===== src/mpt_pkg.sv =====
// Shared constants, handshake structs and index helpers for the power tower evaluator.
package mpt_pkg;

  localparam int CHAIN_DEPTH = 64;
  localparam int CHAIN_AW    = $clog2(CHAIN_DEPTH);
  localparam int VAL_W       = 30;
  localparam int OUT_W       = 31;
  localparam int IDX_W       = 6;

  localparam logic REQ_LOAD = 1'b0;
  localparam logic REQ_EVAL = 1'b1;

  typedef struct packed {
    logic             start;
    logic [VAL_W-1:0] a;
    logic [VAL_W-1:0] b;
    logic             b_big;
    logic [VAL_W-1:0] m;
  } mpt_mm_req_t;

  typedef struct packed {
    logic             done;
    logic [VAL_W-1:0] prod;
    logic             big;
  } mpt_mm_rsp_t;

  function automatic logic [CHAIN_AW-1:0] idx_of(logic [IDX_W-1:0] v);
    logic [31:0] w;
    w = 32'(v);
    return w[CHAIN_AW-1:0];
  endfunction

  function automatic logic idx_in_table(logic [IDX_W-1:0] v);
    return 32'(v) < 32'(CHAIN_DEPTH);
  endfunction

  function automatic logic [CHAIN_AW-1:0] sat_depth(logic [IDX_W-1:0] d);
    logic [31:0] w;
    w = 32'(d);
    if (w >= 32'(CHAIN_DEPTH)) begin
      w = 32'(CHAIN_DEPTH - 1);
    end
    return w[CHAIN_AW-1:0];
  endfunction

endpackage


===== src/mpt_modmul.sv =====
// Bit-serial modular multiplier with a flag for a true product at or above the modulus.
module mpt_modmul
  import mpt_pkg::*;
(
  input  logic        clk,
  input  logic        rst,
  input  mpt_mm_req_t req,
  output mpt_mm_rsp_t rsp
);

  localparam int CNT_W = $clog2(VAL_W);
  localparam int T_W   = VAL_W + 2;
  localparam logic [CNT_W-1:0] LAST = CNT_W'(VAL_W - 1);

  logic             busy;
  logic             done;
  logic [CNT_W-1:0] cnt;
  logic [VAL_W-1:0] a_sh;
  logic [VAL_W-1:0] b;
  logic             b_big;
  logic [VAL_W-1:0] m;
  logic [VAL_W-1:0] r;
  logic             big;

  logic             bit_in;
  logic [T_W-1:0]   t;
  logic [T_W-1:0]   m1;
  logic [T_W-1:0]   m2;
  logic [VAL_W-1:0] r_next;
  logic             big_next;

  // r tracks the partial product mod m; t stays below 3m since r and b are reduced
  always_comb begin
    bit_in = a_sh[VAL_W-1];
    m1     = {2'b00, m};
    m2     = {1'b0, m, 1'b0};
    t      = {1'b0, r, 1'b0} + (bit_in ? {2'b00, b} : '0);
    if (t >= m2) begin
      r_next = VAL_W'(t - m2);
    end else if (t >= m1) begin
      r_next = VAL_W'(t - m1);
    end else begin
      r_next = VAL_W'(t);
    end
    // exact partial product equals r until the flag is first raised
    big_next = big | (bit_in & b_big) | (t >= m1);
  end

  always_ff @(posedge clk) begin
    if (rst) begin
      busy <= 1'b0;
      done <= 1'b0;
      cnt  <= '0;
    end else begin
      done <= 1'b0;
      if (req.start) begin
        busy <= 1'b1;
        cnt  <= '0;
      end else if (busy) begin
        cnt <= cnt + 1'b1;
        if (cnt == LAST) begin
          busy <= 1'b0;
          done <= 1'b1;
        end
      end
    end
  end

  always_ff @(posedge clk) begin
    if (req.start) begin
      a_sh  <= req.a;
      b     <= req.b;
      b_big <= req.b_big;
      m     <= req.m;
      r     <= '0;
      big   <= 1'b0;
    end else if (busy) begin
      a_sh <= {a_sh[VAL_W-2:0], 1'b0};
      r    <= r_next;
      big  <= big_next;
    end
  end

  assign rsp.done = done;
  assign rsp.prod = r;
  assign rsp.big  = big;

  a_no_restart: assert property (@(posedge clk) disable iff (rst)
    req.start |-> !busy)
    else $error("multiplier restarted while busy");

  a_reduced: assert property (@(posedge clk) disable iff (rst)
    done |-> (r < m))
    else $error("multiplier result not reduced");

  a_done_after_last: assert property (@(posedge clk) disable iff (rst)
    (busy && cnt == LAST && !req.start) |=> done)
    else $error("multiplier missed its done pulse");

endmodule


===== src/modular_power_tower_eval.sv =====
// Power tower evaluator: modulus chain memory, level sequencer and two bit-serial multipliers.
//
//   channel  direction  signals                                              handshake
//   in       input      req_type chain_index modulus_value leaf_value         in_valid/in_ready
//                       tower_depth
//   out      output     tower_value                                          out_valid/out_ready
//   cfg      input      tower_base                                           cfg_valid/cfg_ready
//
// A load word is written to the chain memory. An evaluate word first reduces the leaf,
// then per level reduces the base, runs a square, and a multiply where the bit is set, for
// each exponent bit (up to 31 bits), closes the level, and hands the result to the output
// register. The run time is set by the modular multipliers, which consume one multiplier bit
// per cycle; multiply and square of one exponent bit run side by side.
// Reset sets the stored base (base_cfg) to 2; the chain memory is not cleared.
// A finished result waits in the output register; a new word is taken meanwhile.
module modular_power_tower_eval
  import mpt_pkg::*;
(
  input  logic             clk,
  input  logic             rst,
  input  logic             in_valid,
  output logic             in_ready,
  input  logic             req_type,
  input  logic [IDX_W-1:0] chain_index,
  input  logic [VAL_W-1:0] modulus_value,
  input  logic [VAL_W-1:0] leaf_value,
  input  logic [IDX_W-1:0] tower_depth,
  output logic             out_valid,
  input  logic             out_ready,
  output logic [OUT_W-1:0] tower_value,
  input  logic             cfg_valid,
  output logic             cfg_ready,
  input  logic [VAL_W-1:0] tower_base
);

  typedef enum logic [7:0] {
    ST_IDLE     = 8'b0000_0001,
    ST_LEAF_M   = 8'b0000_0010,
    ST_LEAF_RED = 8'b0000_0100,
    ST_LVL_M    = 8'b0000_1000,
    ST_BASE_RED = 8'b0001_0000,
    ST_POW_STEP = 8'b0010_0000,
    ST_POW_WAIT = 8'b0100_0000,
    ST_DONE     = 8'b1000_0000
  } state_t;

  state_t              state;
  logic [CHAIN_AW-1:0] level;
  logic [VAL_W-1:0]    leaf;
  logic [VAL_W-1:0]    m;
  logic [OUT_W-1:0]    r_val;
  logic [OUT_W-1:0]    e;
  logic [VAL_W-1:0]    acc;
  logic                reached;
  logic                sq_big;
  logic [VAL_W-1:0]    base_v;
  logic [VAL_W-1:0]    base_red;
  logic                base_big;
  logic [VAL_W-1:0]    base_cfg;
  logic [OUT_W-1:0]    out_q;

  logic [VAL_W-1:0]    mem [CHAIN_DEPTH];
  logic [VAL_W-1:0]    mem_q;
  logic [CHAIN_AW-1:0] rd_addr;

  logic                in_acc;
  logic                out_free;
  logic [VAL_W-1:0]    m_eff;
  logic [VAL_W-1:0]    one_red;
  logic                one_big;
  logic [OUT_W-1:0]    leaf_sum;
  logic [OUT_W-1:0]    lvl_sum;

  mpt_mm_req_t req_a;
  mpt_mm_req_t req_b;
  mpt_mm_rsp_t rsp_a;
  mpt_mm_rsp_t rsp_b;

  assign in_ready  = (state == ST_IDLE);
  assign in_acc    = in_valid && in_ready;
  assign cfg_ready = 1'b1;
  assign out_free  = !out_valid || out_ready;

  always_ff @(posedge clk) begin
    if (rst) begin
      base_cfg <= VAL_W'(2);
    end else if (cfg_valid && cfg_ready) begin
      base_cfg <= tower_base;
    end
  end

  // chain memory: one write port, one registered read port
  assign rd_addr = (state == ST_IDLE) ? sat_depth(tower_depth) : level - 1'b1;

  always_ff @(posedge clk) begin
    if (in_acc && req_type == REQ_LOAD && idx_in_table(chain_index)) begin
      mem[idx_of(chain_index)] <= modulus_value;
    end
    mem_q <= mem[rd_addr];
  end

  // a zero entry acts as a modulus of one; 1 mod m is zero only then
  always_comb begin
    m_eff    = (mem_q == '0) ? VAL_W'(1) : mem_q;
    one_big  = (m_eff == VAL_W'(1));
    one_red  = one_big ? '0 : VAL_W'(1);
    leaf_sum = {1'b0, rsp_a.prod} + (rsp_a.big ? {1'b0, m} : '0);
    lvl_sum  = {1'b0, acc} + (reached ? {1'b0, m} : '0);
  end

  always_comb begin
    req_a = '0;
    req_b = '0;
    case (state)
      ST_LEAF_M: begin
        req_a = '{start: 1'b1, a: leaf, b: one_red, b_big: one_big, m: m_eff};
      end
      ST_LVL_M: begin
        req_a = '{start: 1'b1, a: base_cfg, b: one_red, b_big: one_big, m: m_eff};
      end
      ST_POW_STEP: begin
        if (e != '0) begin
          req_a = '{start: e[0], a: acc, b: base_red, b_big: base_big, m: m};
          req_b = '{start: 1'b1, a: base_v, b: base_red, b_big: base_big, m: m};
        end
      end
      default: begin
        req_a = '0;
        req_b = '0;
      end
    endcase
  end

  mpt_modmul u_mul_acc (
    .clk (clk),
    .rst (rst),
    .req (req_a),
    .rsp (rsp_a)
  );

  mpt_modmul u_mul_sq (
    .clk (clk),
    .rst (rst),
    .req (req_b),
    .rsp (rsp_b)
  );

  always_ff @(posedge clk) begin
    if (rst) begin
      state     <= ST_IDLE;
      out_valid <= 1'b0;
    end else begin
      if (state == ST_DONE && out_free) begin
        out_valid <= 1'b1;
      end else if (out_valid && out_ready) begin
        out_valid <= 1'b0;
      end
      case (state)
        ST_IDLE: begin
          if (in_acc && req_type == REQ_EVAL) begin
            state <= ST_LEAF_M;
          end
        end
        ST_LEAF_M: begin
          state <= ST_LEAF_RED;
        end
        ST_LEAF_RED: begin
          if (rsp_a.done) begin
            state <= (level == '0) ? ST_DONE : ST_LVL_M;
          end
        end
        ST_LVL_M: begin
          state <= ST_BASE_RED;
        end
        ST_BASE_RED: begin
          if (rsp_a.done) begin
            state <= ST_POW_STEP;
          end
        end
        ST_POW_STEP: begin
          if (e == '0) begin
            state <= (level == '0) ? ST_DONE : ST_LVL_M;
          end else begin
            state <= ST_POW_WAIT;
          end
        end
        ST_POW_WAIT: begin
          if (rsp_b.done) begin
            state <= ST_POW_STEP;
          end
        end
        ST_DONE: begin
          // hold the result until the output register frees up
          if (out_free) begin
            state <= ST_IDLE;
          end
        end
        default: begin
          state <= ST_IDLE;
        end
      endcase
    end
  end

  always_ff @(posedge clk) begin
    case (state)
      ST_IDLE: begin
        if (in_acc) begin
          leaf  <= leaf_value;
          level <= sat_depth(tower_depth);
        end
      end
      ST_LEAF_M: begin
        m <= m_eff;
      end
      ST_LEAF_RED: begin
        if (rsp_a.done) begin
          r_val <= leaf_sum;
          if (level != '0) begin
            level <= level - 1'b1;
          end
        end
      end
      ST_LVL_M: begin
        m       <= m_eff;
        e       <= r_val;
        acc     <= VAL_W'(1);
        reached <= 1'b0;
        sq_big  <= 1'b0;
      end
      ST_BASE_RED: begin
        if (rsp_a.done) begin
          base_v   <= base_cfg;
          base_red <= rsp_a.prod;
          base_big <= rsp_a.big;
        end
      end
      ST_POW_STEP: begin
        if (e == '0) begin
          r_val <= lvl_sum;
          if (level != '0) begin
            level <= level - 1'b1;
          end
        end
      end
      ST_POW_WAIT: begin
        if (rsp_b.done) begin
          if (e[0]) begin
            acc     <= rsp_a.prod;
            reached <= reached | rsp_a.big | sq_big;
          end
          sq_big   <= sq_big | rsp_b.big;
          base_v   <= rsp_b.prod;
          base_red <= rsp_b.prod;
          base_big <= 1'b0;
          e        <= e >> 1;
        end
      end
      ST_DONE: begin
        if (out_free) begin
          out_q <= r_val;
        end
      end
      default: begin
        level <= level;
      end
    endcase
  end

  assign tower_value = out_q;

  a_mul_pair: assert property (@(posedge clk) disable iff (rst)
    (state == ST_POW_WAIT && rsp_b.done) |-> (rsp_a.done == e[0]))
    else $error("multiply and square finished out of step");

  a_exp_shift: assert property (@(posedge clk) disable iff (rst)
    (state == ST_POW_WAIT && rsp_b.done) |=> (e == ($past(e) >> 1)))
    else $error("exponent did not advance by one bit");

  a_out_from_done: assert property (@(posedge clk) disable iff (rst)
    $rose(out_valid) |-> $past(state == ST_DONE))
    else $error("result raised outside the finish state");

  a_acc_done_wait: assert property (@(posedge clk) disable iff (rst)
    rsp_a.done |-> (state == ST_LEAF_RED || state == ST_BASE_RED || state == ST_POW_WAIT))
    else $error("multiplier finished while nobody waits");

endmodule

===== config.mk =====
export PLATFORM = sky130hd
export DESIGN_NAME = modular_power_tower_eval
export DESIGN_NICKNAME = d
export VERILOG_FILES = /design/src/mpt_pkg.sv /design/src/mpt_modmul.sv /design/src/modular_power_tower_eval.sv
export SDC_FILE = /design/constraint.sdc
export NUM_CORES = 2
export LEC_CHECK = 0
export BUFFER_PORTS_ARGS = -buffer_cell sky130_fd_sc_hd__buf_4
export CORE_ASPECT_RATIO = 1.75
export CORE_MARGIN = 2
export CORE_UTILIZATION = 40
export DETAILED_ROUTE_END_ITERATION = 10
export GPL_TIMING_DRIVEN = 1
export SETUP_SLACK_MARGIN = 0.15
export SYNTH_ARGS = -nofsm -noshare
export SYNTH_HDL_FRONTEND = slang
export SYNTH_SLANG_ARGS = --single-unit

===== constraint.sdc =====
create_clock -name clk -period 7.27 [get_ports clk]
set_clock_uncertainty 0.2 [all_clocks]
set_input_delay 1.0905 -clock clk [delete_from_list [all_inputs] [get_ports clk]]
set_output_delay 1.0905 -clock clk [all_outputs]
set_load 0.02 [all_outputs]

==> results.yml <==
final_layout:
  final_net_count: 8946
  area_delta_synth_final_pct: 11.8
  mostFrequentLayoutCells: "edfxtp_1, a211oi_1, nand2_1, and2_1, a21oi_1"
  multi_input_area_sq_um: 35700
  seqCellArea_sq_um: 73600
  nFillCells: 24700
  instances_no_fill: 12400
  final_common_cell: "edfxtp_1"
  layout-drive-gt1-share_pct: 9.49
routing:
  vias_per_cell: 5.79
  drt_iter0_drc: 5888
  drc: 0
  wl_mm: 340
  wl_per_cell_um: 27.4
  firstDrtPassIters: 8
  antenna_left: 0
  vias: 71800
die:
  core_sq_um: 278000
  die_area_sq_um: 283000
  die_h_um: 702
  fp.dieW_um: 403
  rows: 256
  start_util_pct: 40.2
  io_pins: 142
flow_run:
  maxCapViolCount: 0
timing:
  min_period_ns: 6.61
  tns_ns: 0
  slew_headroom_pct: 15.7
  finalCritPeriodShare_pct: 90.9
  holdWs_ns: 0.179
  setup_viol: 0
  hold_viol_final: 0
  tightest_slew_ns: 1.25
  fmax_mhz: 151
  maxSlewViolCount: 0
  rsz0062_at_grt: "no"
logic_synthesis:
  synthesis.nets: 8927
  synth_top_area_share_pct: 63.4
  ys_warn_count: 0
  yosys.cell_types.count: 89
  yosys_register_bits: 2499
  synth_top_cell_by_area: "edfxtp_1"
  postSynthAreaPerCell_sq_um: 13.0
  ys_top_cells_by_area: "edfxtp_1, a211oi_1, and2_1, nand2_1, ha_1"
  synthArstFlopShare_pct: 0
  yosys_most_used_dff: "edfxtp_1"
  ys_seq_area_share_pct: 66.0
  synth-edff-count: 2354
  syn_inst: 8568
  syn-cell-area_sq_um: 112000
placed_design:
  hpwlAfterDp_mm: 224
  io_buffers: 140
  dp_cells: 12000
  place.gp.congestion: 0.976
clock_tree:
  htree_levels: 4
  cts.sinks: 2499
  clock-root-buffer: "clkbuf_16"
  insertion_delay_ns: 0.94
  path_clk_slew_ns: 0.06
  cts_tree: "done"
  cts_buffers: 228
  cts_resized: 0
  clockBufferDepth: 4
  postCtsHoldBufs: 0
  cts_setup_buffers: 0
power_and_ir_drop:
  vdd_drop_max_mv: 0.363
  p_per_area_nw_per_um2: 377
  cellLeakagePower_nw: 42.8
critical_path:
  worstReg2RegStart: "u_mul_sq.a_sh[29]$_DFFE_PP_"
  arrival_ns: 7.10
  reg2reg_to: "u_mul_sq.r[24]$_SDFFE_PP0P_"
  critPathKind: "register to register"
  worstPathRequired_ns: 7.76
  cp_max_fo: 39
  worst-r2r-cell-count: 26
  startpoint_type: "register"
  cp-end-kind: "register"
  r2r_slack_ns: 0.66
global_routing:
  grt_antenna_before_repair: 29
  first_global_vias: 71100
  grt_util_all_layers_pct: 23.4
  grt_max_degree: 152
  globalRouteOverflowTotal: 0
  grt_pass1_wl_mm: 487
worst_hold_path:
  hp-class: "input port to register"
  hold_start: "leaf_value[16]"
  whs_path_depth: 1
  min_to: "leaf[16]$_DFFE_PP_"
status:
  status: "completed"
[registers in the layout, summed over array words and instances (netlist names), 6 cells and up]
signal,flops
mem_q,30
acc,30
level,6
u_mul_acc.r,30
u_mul_acc.b,30
base_cfg,30
u_mul_sq.b,30
leaf,30
state,8
u_mul_acc.m,30
r_val,31
u_mul_acc.a_sh,30
base_red,30
base_v,30
u_mul_sq.r,30
m,30
mem,1920
e,31
u_mul_sq.m,30
tower_value,31
u_mul_sq.a_sh,30
[how the worst max path moves through the flow]
| stage | start | end |
|---|---|---|
| after floorplan | u_mul_sq.a_sh[29]$_DFFE_PP_ | u_mul_sq.r[26]$_SDFFE_PP0P_ |
| after global placement | u_mul_sq.a_sh[29]$_DFFE_PP_ | u_mul_sq.r[24]$_SDFFE_PP0P_ |
| after detailed placement | u_mul_sq.a_sh[29]$_DFFE_PP_ | u_mul_sq.r[24]$_SDFFE_PP0P_ |
| after CTS | u_mul_sq.a_sh[29]$_DFFE_PP_ | u_mul_sq.r[24]$_SDFFE_PP0P_ |
| after global routing | u_mul_sq.a_sh[29]$_DFFE_PP_ | u_mul_sq.r[24]$_SDFFE_PP0P_ |
| final | u_mul_sq.a_sh[29]$_DFFE_PP_ | u_mul_sq.r[24]$_SDFFE_PP0P_ |
[cell usage after synthesis (80+ instances only)]
cell type and number:
a21o_1 129, a211oi_1 972, nor2_1 297, ha_1 243, xor2_1 80, mux2i_1 297
and2_1 678, a21oi_1 508, xnor2_1 132, inv_1 133, clkbuf_1 402, edfxtp_1 2354
dfxtp_1 145, a31oi_1 290, nand2_1 934, o21ai_0 170, buf_2 88
[report_power, final]
| group | internal (mW) | switching [mW] |
|---|---|---|
| Combinational | 6.26 | 11.9 |
| Sequential | 16.2 | 0.541 |
| Clock | 6.66 | 5.38 |
[through the flow]
stage	utilization [%]	worst slack, ns	total power [mW]	instance area [sq um]
after floorplan	-	1.51	29.0	112000
after CTS	44.9	0.486	47.2	125000
final	44.9	0.659	47.0	125000
after detailed placement	42.3	0.509	35.2	117000
after global routing	44.9	0.166	49.1	125000
after global placement	42.3	0.468	35.0	117000
[cell families (layout without fill, tap and decap cells)]
family	Yosys count	count (layout)	share of synthesized area (%)
AOI/OAI and AO/OA	2340	2340	14.1
xor gates and xnor gates	212	212	1.67
adders and majority gates	251	251	2.87
buffers and inverters	695	898	2.59
DFF	2499	2499	66.0
muxes	329	329	2.99
other	1	12	0.00336
and+or+nand+nor	2241	2241	9.77
[final cells by class]
type                    count  share of cell area [%]
clock inverters           121                   0.978
diodes                     11                  0.0221
clock buffers             293                    4.88
flip-flops and latches   2499                    59.0
well taps                3612                    3.62
repair buffers            349                    2.45
multi-input cells        5374                    28.6
inverters                 135                   0.408
[worst max-delay path: stages, from the launching register on]
cell and delay [ns]:
edfxtp_1 0.50, buf_4 0.25, and2_1 0.16, ha_1 0.36
a21oi_2 0.25, o21ai_0 0.17, a22o_1 0.32, o21a_1 0.20
o21a_1 0.18, nor2_1 0.11, nor2_1 0.07, a311oi_1 0.30
xnor2_1 0.30, ha_1 0.38, and3_1 0.24, and3_1 0.21
a31o_2 0.22, a2111o_1 0.38, o211ai_1 0.28, nand2_1 0.14
o41ai_4 0.35, buf_12 0.25, buf_4 0.23, mux2i_1 0.18
o21ai_0 0.08, o21ai_0 0.08, nor2_1 0.05
[layer usage]
layer  track usage (%)  vias to the layer above  part of all wire, %
met3              2.83                      782                  4.6
met5                 0                        -                0.017
met2              43.2                     2289                   53
met4              14.5                       10                  7.1
met1              25.3                    36100                   36
li1                  -                    32600                    -
Power figures use the tool's default switching activity.
